[src/rtl/core/prst_pkg.sv]
`timescale 1ns / 1ps

package prst_pkg;

    localparam int CAPACITY   = 16;
    localparam int ELEM_BITS  = 16;
    localparam int PRIO_BITS  = 8;
    localparam int COUNT_BITS = $clog2(CAPACITY + 1);

    localparam int IN_DATA_BITS  = ((ELEM_BITS + PRIO_BITS + 7) / 8) * 8;
    localparam int OUT_RAW_BITS  = ELEM_BITS + PRIO_BITS + COUNT_BITS + 1;
    localparam int OUT_DATA_BITS = ((OUT_RAW_BITS + 7) / 8) * 8;

    localparam logic MODE_PUSH = 1'b0;
    localparam logic MODE_POP  = 1'b1;

    localparam logic [1:0] ST_OK        = 2'd0;
    localparam logic [1:0] ST_POP_EMPTY = 2'd1;
    localparam logic [1:0] ST_PUSH_FULL = 2'd2;

    typedef struct packed {
        logic                 valid;
        logic [ELEM_BITS-1:0] elem;
        logic [PRIO_BITS-1:0] prio;
    } t_entry;

    // broadcast to every cell in the chain
    typedef struct packed {
        logic                 push;
        logic                 pop;
        logic [ELEM_BITS-1:0] elem;
        logic [PRIO_BITS-1:0] prio;
    } t_cell_ctl;

endpackage

[src/rtl/core/prst_cell.sv]
`timescale 1ns / 1ps

module prst_cell (
    input  logic              i_clk,
    input  logic              i_rst_n,
    input  prst_pkg::t_cell_ctl i_ctl,
    input  prst_pkg::t_entry  i_prev_entry,
    input  logic              i_prev_keep,
    input  prst_pkg::t_entry  i_next_entry,
    output prst_pkg::t_entry  o_entry,
    output logic              o_keep
);
    import prst_pkg::*;

    logic                 r_valid;
    logic [ELEM_BITS-1:0] r_elem;
    logic [PRIO_BITS-1:0] r_prio;
    t_entry               n_entry;

    // entry stays put on push when it strictly outranks the new item
    assign o_keep  = r_valid && (r_prio > i_ctl.prio);
    assign o_entry = '{valid: r_valid, elem: r_elem, prio: r_prio};

    always_comb begin
        n_entry = o_entry;
        if (i_ctl.push) begin
            if (!o_keep) begin
                if (i_prev_keep) begin
                    n_entry = '{valid: 1'b1, elem: i_ctl.elem, prio: i_ctl.prio};
                end else begin
                    n_entry = i_prev_entry;
                end
            end
        end else if (i_ctl.pop) begin
            n_entry = i_next_entry;
        end
    end

    always_ff @(posedge i_clk) begin
        if (!i_rst_n) begin
            r_valid <= 1'b0;
        end else begin
            r_valid <= n_entry.valid;
        end
        r_elem <= n_entry.elem;
        r_prio <= n_entry.prio;
    end

endmodule

[src/rtl/core/priority_stack_core.sv]
`timescale 1ns / 1ps

// Priority stack, 16 entries, kept sorted highest priority first; equal
// priorities leave last-in first-out.
// Input stream: s_axis transfer carries one operation. tuser[0] is the mode
// (0 push, 1 pop); tdata holds the element (low bits) and its priority.
// Output stream: m_axis transfer carries one result per operation. tdata
// reports front element, front priority, occupancy and empty flag after the
// operation; tuser holds the status (0 ok, 1 pop while empty, 2 push while
// full). A rejected push or pop leaves the contents untouched.
// The result is registered and valid in the cycle after the input transfer.
// Throughput: one operation per cycle while results are taken. The whole
// chain of cells updates together: each cell compares its priority with the
// new one and either holds, takes the new entry or takes its neighbor's entry.
// Reset (i_rst_n low, synchronous) empties the stack and drops any pending
// result.
// Stall: while a result waits with i_m_axis_tready low, s_axis tready is low
// and the stack contents hold; a new operation is taken in the same cycle
// the waiting result is transferred.
module priority_stack_core (
    input  logic        i_clk,
    input  logic        i_rst_n,
    input  logic        i_s_axis_tvalid,
    output logic        o_s_axis_tready,
    // [15:0] elem_value, [23:16] prio_value
    input  logic [prst_pkg::IN_DATA_BITS-1:0] i_s_axis_tdata,
    // [0] mode
    input  logic        i_s_axis_tuser,
    output logic        o_m_axis_tvalid,
    input  logic        i_m_axis_tready,
    // [15:0] front_elem, [23:16] front_prio, [28:24] occupancy,
    // [29] is_empty, [31:30] zero
    output logic [prst_pkg::OUT_DATA_BITS-1:0] o_m_axis_tdata,
    // [1:0] status
    output logic [1:0]  o_m_axis_tuser
);
    import prst_pkg::*;

    t_entry    w_entry [CAPACITY];
    logic      w_keep  [CAPACITY];
    t_cell_ctl w_ctl;

    logic                  r_out_valid;
    logic [COUNT_BITS-1:0] r_count;
    logic [1:0]            r_status;
    logic [COUNT_BITS-1:0] n_count;
    logic [1:0]            n_status;

    logic                 w_accept;
    logic                 w_full;
    logic                 w_empty;
    logic [ELEM_BITS-1:0] w_in_elem;
    logic [PRIO_BITS-1:0] w_in_prio;
    logic [ELEM_BITS-1:0] w_front_elem;
    logic [PRIO_BITS-1:0] w_front_prio;

    assign o_s_axis_tready = !r_out_valid || i_m_axis_tready;
    assign w_accept        = i_s_axis_tvalid && o_s_axis_tready;

    assign w_in_elem = i_s_axis_tdata[ELEM_BITS-1:0];
    assign w_in_prio = i_s_axis_tdata[ELEM_BITS+PRIO_BITS-1:ELEM_BITS];

    // fullness and emptiness come straight off the chain ends
    assign w_full  = w_entry[CAPACITY-1].valid;
    assign w_empty = !w_entry[0].valid;

    always_comb begin
        w_ctl.push = w_accept && (i_s_axis_tuser == MODE_PUSH) && !w_full;
        w_ctl.pop  = w_accept && (i_s_axis_tuser == MODE_POP) && !w_empty;
        w_ctl.elem = w_in_elem;
        w_ctl.prio = w_in_prio;
    end

    genvar gi;
    generate
        for (gi = 0; gi < CAPACITY; gi++) begin : g_cell
            t_entry w_prev;
            t_entry w_next;
            logic   w_prev_keep;

            if (gi == 0) begin : g_head
                // virtual head always outranks: cell 0 loads the new item
                assign w_prev      = '{valid: 1'b1, elem: w_in_elem, prio: w_in_prio};
                assign w_prev_keep = 1'b1;
            end else begin : g_body
                assign w_prev      = w_entry[gi-1];
                assign w_prev_keep = w_keep[gi-1];
            end

            if (gi == CAPACITY - 1) begin : g_tail
                assign w_next = '{valid: 1'b0, elem: '0, prio: '0};
            end else begin : g_mid
                assign w_next = w_entry[gi+1];
            end

            prst_cell u_cell (
                .i_clk        (i_clk),
                .i_rst_n      (i_rst_n),
                .i_ctl        (w_ctl),
                .i_prev_entry (w_prev),
                .i_prev_keep  (w_prev_keep),
                .i_next_entry (w_next),
                .o_entry      (w_entry[gi]),
                .o_keep       (w_keep[gi])
            );
        end
    endgenerate

    always_comb begin
        n_count  = r_count;
        n_status = ST_OK;
        if (i_s_axis_tuser == MODE_PUSH) begin
            if (w_full) begin
                n_status = ST_PUSH_FULL;
            end else begin
                n_count = r_count + 1'b1;
            end
        end else begin
            if (w_empty) begin
                n_status = ST_POP_EMPTY;
            end else begin
                n_count = r_count - 1'b1;
            end
        end
    end

    always_ff @(posedge i_clk) begin
        if (!i_rst_n) begin
            r_out_valid <= 1'b0;
            r_count     <= '0;
            r_status    <= ST_OK;
        end else begin
            if (w_accept) begin
                r_out_valid <= 1'b1;
                r_count     <= n_count;
                r_status    <= n_status;
            end else if (i_m_axis_tready) begin
                r_out_valid <= 1'b0;
            end
        end
    end

    // cells only change on an accepted op, so cell 0 shows the front
    // that belongs to the pending result
    assign w_front_elem = w_entry[0].valid ? w_entry[0].elem : '0;
    assign w_front_prio = w_entry[0].valid ? w_entry[0].prio : '0;

    assign o_m_axis_tvalid = r_out_valid;
    assign o_m_axis_tuser  = r_status;
    assign o_m_axis_tdata  = {{(OUT_DATA_BITS - OUT_RAW_BITS){1'b0}},
                              w_empty, r_count, w_front_prio, w_front_elem};

endmodule

[config.mk]
export PLATFORM = sky130hd
export DESIGN_NAME = priority_stack_core
export DESIGN_NICKNAME = d
export VERILOG_FILES = /design/src/rtl/core/prst_pkg.sv /design/src/rtl/core/prst_cell.sv /design/src/rtl/core/priority_stack_core.sv
export SDC_FILE = /design/constraint.sdc
export NUM_CORES = 1
export LEC_CHECK = 0
export ABC_AREA = 1
export BUFFER_PORTS_ARGS = -buffer_cell sky130_fd_sc_hd__clkbuf_2
export CAP_MARGIN = 20
export CORE_MARGIN = 10
export CORE_UTILIZATION = 45
export CTS_BUF_LIST = sky130_fd_sc_hd__clkbuf_4 sky130_fd_sc_hd__clkbuf_8
export CTS_CLUSTER_SIZE = 40
export DETAILED_ROUTE_END_ITERATION = 8
export PLACE_DENSITY = 0.64
export REMOVE_ABC_BUFFERS = 1
export SYNTH_ARGS = -nofsm -noshare
export SYNTH_HDL_FRONTEND = slang
export SYNTH_SLANG_ARGS = --single-unit
[constraint.sdc]
create_clock -name i_clk -period 4.87 [get_ports i_clk]
set_input_delay 0 -clock i_clk [delete_from_list [all_inputs] [get_ports i_clk]]
set_output_delay 0 -clock i_clk [all_outputs]
set_load 0.005 [all_outputs]
# [Yosys cells after proc, flatten, opt, wreduce, memory -nomap -nowiden]
# Cells that the tools add are included.
[op_classes] n_addsub=2 magnitude_cmp=16 n_eq_ne=18 mux=73 bitwise=1 reduce_logical=44
[op_table] cell="$mux 25" n=63
[op_table] cell="$gt 8x8->1" n=16
[op_table] cell="$ne 2x2->1 const B" n=17
[op_table] cell="$reduce_and 2->1" n=16
[op_table] cell="$logic_and 1x1->1" n=21
[op_table] cell="$mux 16" n=1
[op_table] cell="$mux 5" n=3
[op_table] cell="$mux 8" n=1
[op_table] cell="$add 5x1->5 const B" n=1
[op_table] cell="$sub 5x1->5 const B" n=1
[op_table] cell="$mux 2" n=2
[op_table] cell="$reduce_bool 2->1" n=2
[op_table] cell="$logic_not 1->1" n=3
[op_table] cell="$mux 1" n=3
[op_table] cell="$reduce_and 3->1" n=1
[op_table] cell="$ne 2x1->1 const B" n=1
[op_table] cell="$logic_or 1x1->1" n=1
[op_table] cell="$not 1->1" n=1
[word_totals] regBits=408 in_bits=29 out_inout_bits=36 word_cells=205

# [Depth between registers and ports, before layout]
[logic_depth] depth_word=7 mapped_depth=15 mapped_depth_nobuf=14

# [By module]
# From an unflattened synthesis, not the netlist that was laid out.
[unflattened] hier_cells=3132 hier_area_um2=25294.3
[by_module_without_submodules] mod="prst_cell" n_inst=16 cells_per_inst=188 area_per_inst_um2=1535.2 seq_area_each_um2=740.7
[by_module_without_submodules] mod="priority_stack_core" n_inst=1 cells_per_inst=124 area_per_inst_um2=730.7 seq_area_each_um2=160.2

# [Worst setup path after synthesis]
# OpenSTA, ideal clock, no wires.
[synth_path] path_type="register to register" start="register g_cell[0].u_cell.r_prio[7]" end="register g_cell[0].u_cell.r_elem[0] (enable)" setup_ns=0.381 arrival_time_ns=1.945 required_time_ns=4.489 path_slack_ns=2.544 path_stages_with_launch=9 path_buffers=1 synth_period_minus_slack_ns=2.326 cell_sequence="edfxtp_1 ha_1 a21oi_1 o21a_1 nand2_1 nand2_1 nand2_2 buf_4 nand2_1"
[synth_between] elab_chain_len=4
[synth_lines] element="from (decl)" line_no="prst_cell.sv:17" rtl="logic [PRIO_BITS-1:0] r_prio;"
[synth_lines] element="from (signal assigned)" line_no="prst_cell.sv:46" rtl="r_prio <= n_entry.prio;"
[synth_lines] element="$gt 8x8->1" line_no="prst_cell.sv:21" rtl="assign o_keep = r_valid && (r_prio > i_ctl.prio);"
[synth_lines] element="$logic_and 1x1->1" line_no="prst_cell.sv:21"
[synth_lines] element="$ne 2x2->1 (no source line)"
[synth_lines] element="$reduce_and 2->1 (no source line)"
[synth_lines] element="to (signal assigned)" line_no="prst_cell.sv:45" rtl="r_elem <= n_entry.elem;"
[synth_lines] element="to (decl)" line_no="prst_cell.sv:16" rtl="logic [ELEM_BITS-1:0] r_elem;"
# No other way between the ends.
# A chain may end at the register's enable or synchronous reset.

# [Worst setup path in the final report]
[layout_path] start="input i_s_axis_tdata[21] (netlist name)" end="register g_cell[14].u_cell.r_elem[0] (enable)"
[layout_between] elab_chain_len=4
[layout_lines] element="from (decl)" line_no="priority_stack_core.sv:26" rtl="input logic [prst_pkg::IN_DATA_BITS-1:0] i_s_axis_tdata,"
[layout_lines] element="$gt 8x8->1" line_no="prst_cell.sv:21"
[layout_lines] element="$logic_and 1x1->1" line_no="prst_cell.sv:21"
[layout_lines] element="$ne 2x2->1 (no source line)"
[layout_lines] element="$reduce_and 2->1 (no source line)"
[layout_lines] element="to (signal assigned)" line_no="prst_cell.sv:45"
[layout_lines] element="to (decl)" line_no="prst_cell.sv:16"
# No other way between the ends.

==> impl_metrics.toml <==
[logic_synthesis]
syn_area_um2 = 25100
postSynthAreaPerCell_um2 = 7.51
yosysWarnings = 0
syn_inst = 3341
ys_seq_elements = 408
synth_cell_type_count = 31
seq_area_frac_synth_pct = 47.9

[clock_tree]
cts_resized = 0
root_buffer = "clkbuf_8"
numCtsBuffers = 74
post-cts-setup-buffer-count = 0
tritoncts = "built"
path_clk_slew_ns = 0.06
cts_buffer_depth = 3
clock_latency_ns = 0.64
htree_num_levels = 3
cts_num_sinks = 408

[place]
gp_congestion = 0.842
io_buffers = 62
place_inst = 4052
dp_hpwl_um = 42600

[cells_and_area]
final_cell_mix = "nand2_1 (1914), inv_1 (443), edfxtp_1 (384), a21oi_1 (127), ha_1 (123)"
num-fill-cells = 5453
layout.cells.non_filler = 4212
synthToLayoutAreaGrowth_pct = 9.76
final_common_cell = "nand2_1"
postLayoutCoreUtil_pct = 49.9
drive_gt1_share_pct = 7.83
nets = 3566

[floorplan]
core_area_um2 = 55200
ios = 65
initial_core_util_pct = 45.5
die_y_um = 256
num_rows = 86
dieArea_um2 = 65600
die_x_um = 256

[route]
dr_wl_met3_um = 3290
routedWlPerCell_um = 14.8
drtIter0Drc = 1533
final_antenna_net_count = 0
drt-met1-wl_um = 29600
first_pass_iters = 5
vias = 19800
routed-wl-met2_um = 28400
drt-vias-per-instance = 4.71
route.detailed.drc = 0
highest_layer = "met4"
drt_wl_total_um = 62300

[global_routing]
grt_overflow = 0
antenna_found_initial = 1
grt_pass1_wl_um = 102000
grt_usage_pct = 18.8
grt_pass1_vias = 19200
grt_max_degree = 223

[power]
pwr_density_cell_nw_per_um2 = 337
leakage_nw = 16.0
total_power_mw = 9.29
max-vdd-ir-drop_mv = 0.184

[min_path]
hold_class = "input pin to flip-flop"

[timing]
worst_hold_slack_ns = 0.105
rsz0062_at_grt = "false"
finClkSkew_ns = 0.0225
final-setup-viol-count = 0
min_period_ns = 3.11
worst_slew_pin_slew_ns = 1.10
slew_violations = 0
relSlewSlack_pct = 26.5
fin_crit_sh_pct = 63.9
finalHoldViolations = 0
fmax_ghz = 0.322

[setup_path]
cp.required_ns = 5.19
worstReg2RegEnd = "g_cell[13].u_cell.r_elem[12]"
r2r_slack_ns = 1.85
r2r-start = "o_m_axis_tvalid"
worstPathMaxFanout = 25
worstSetupPathType = "input pin to flip-flop"
crit_end = "g_cell[14].u_cell.r_elem[0]"
cp-end-kind = "flip-flop"
start_kind = "input pin"
cp.arrival_ns = 3.43
crit_start = "i_s_axis_tdata[21]"
r2r.worst_path.cells = 8

[outcome]
status = "completed"

[flow_run]
cap_violations = 0
metrics by stage:
| step | setup WS [ns] | TNS (ns) | area, um2 |
|---|---|---|---|
| finish | 1.76 | 0 | 27500 |
| global route | 1.42 | 0 | 27500 |
| CTS | 1.69 | 0 | 27500 |
| detailed placement | 1.61 | 0 | 25700 |
| global placement | 1.65 | 0 | 25700 |
| floorplan | -0.933 | -301.64 | 24100 |
sequential cells by signal, indices dropped and copies added (netlist names):
name and flops:
o_m_axis_tuser 2, g_cell.u_cell.r_valid 16, o_m_axis_tvalid 1, g_cell.u_cell.r_prio 128, r_count 5, g_cell.u_cell.r_elem 256
synth_stat cells, drive strengths merged:
| cell type | number | area, um2 |
|---|---|---|
| a22oi | 1 | 12.5 |
| o21bai | 1 | 7.51 |
| nand3 | 16 | 92.6 |
| edfxtp | 384 | 11500 |
| inv | 446 | 1680 |
| a221oi | 1 | 8.76 |
| dfxtp | 24 | 480 |
| xor2 | 3 | 26.3 |
| buf | 108 | 835 |
| clkbuf | 37 | 139 |
| a21oi | 129 | 649 |
| a21o | 14 | 105 |
| nor3 | 1 | 5.00 |
| o21ai | 32 | 160 |
| a31oi | 1 | 6.26 |
| fa | 1 | 20.0 |
| nor2 | 65 | 244 |
| xnor2 | 1 | 8.76 |
| nand2 | 1951 | 7530 |
| o21a | 1 | 7.51 |
| ha | 123 | 1540 |
| conb | 1 | 3.75 |
per-layer routing:
metal	up-vias	track usage (%)
met4	0	5.36
met2	473	30.5
li1	10400	-
met3	92	2.85
met5	-	0
met1	8911	25.6
final cells by class:
class                           instances  area [um2]  area share, %
Inverter                              446        1680           6.10
Clock buffer                          109        1360           4.92
Timing Repair Buffer                  140        1010           3.65
Sequential cell                       408       12000           43.6
Tap cell                              748         936           3.40
Multi-Input combinational cell       2343       10400           37.9
Clock inverter                         17         115          0.418
Antenna cell                            1        2.50        0.00909
worst min path at each step:
stage | startpoint | to | slack, ns | cells past startpoint
CTS | i_s_axis_tdata[17] | g_cell[0].u_cell.r_prio[1] | 0.03 | 3
floorplan | i_m_axis_tready | o_s_axis_tready | 0.07 | 2
finish | i_s_axis_tdata[17] | g_cell[0].u_cell.r_prio[1] | 0.10 | 3
global placement | i_m_axis_tready | o_m_axis_tvalid | 0.29 | 4
global route | i_s_axis_tdata[17] | g_cell[0].u_cell.r_prio[1] | 0.10 | 3
detailed placement | i_m_axis_tready | o_s_axis_tready | 0.29 | 4
report_power, final:
part	leakage [nW]	internal, mW	switching, mW	total, mW
Combinational	11.5	0.531	1.07	1.60
Sequential	3.80	4.23	0.149	4.38
Clock	0.774	1.83	1.47	3.30
Total	16.0	6.59	2.69	9.29
cells by family (layout without fill, tap and decap cells):
| group | count (synthesis) | in the layout | synth area share [%] |
|---|---|---|---|
| simple gates | 2033 | 2033 | 31.4 |
| buf+inv | 591 | 712 | 10.6 |
| flops | 408 | 408 | 47.9 |
| compound gates | 180 | 180 | 3.81 |
| fa+ha+maj | 124 | 124 | 6.21 |
| xor+xnor | 4 | 4 | 0.140 |
| other cells | 1 | 3 | 0.0149 |
what timing repair did:
action                                  in CTS  in global routing
hold buffers                                30                  0
hold endpoints to repair                   348                  0
endpoints found under the setup margin       0                  0
worst max-delay path, stage by stage:
cell and delay (ns):
dlygate4sd3_1 0.53, clkbuf_2 0.15, inv_1 0.51, ha_1 0.36
a21oi_1 0.14, nor2_1 0.05, nor2_1 0.08, nand2_1 0.06
buf_4 0.22, nand2_1 0.13, nand2_2 0.32, nand2_1 0.51
buf_4 0.34
No activity file was read; power rests on OpenSTA's default activity.
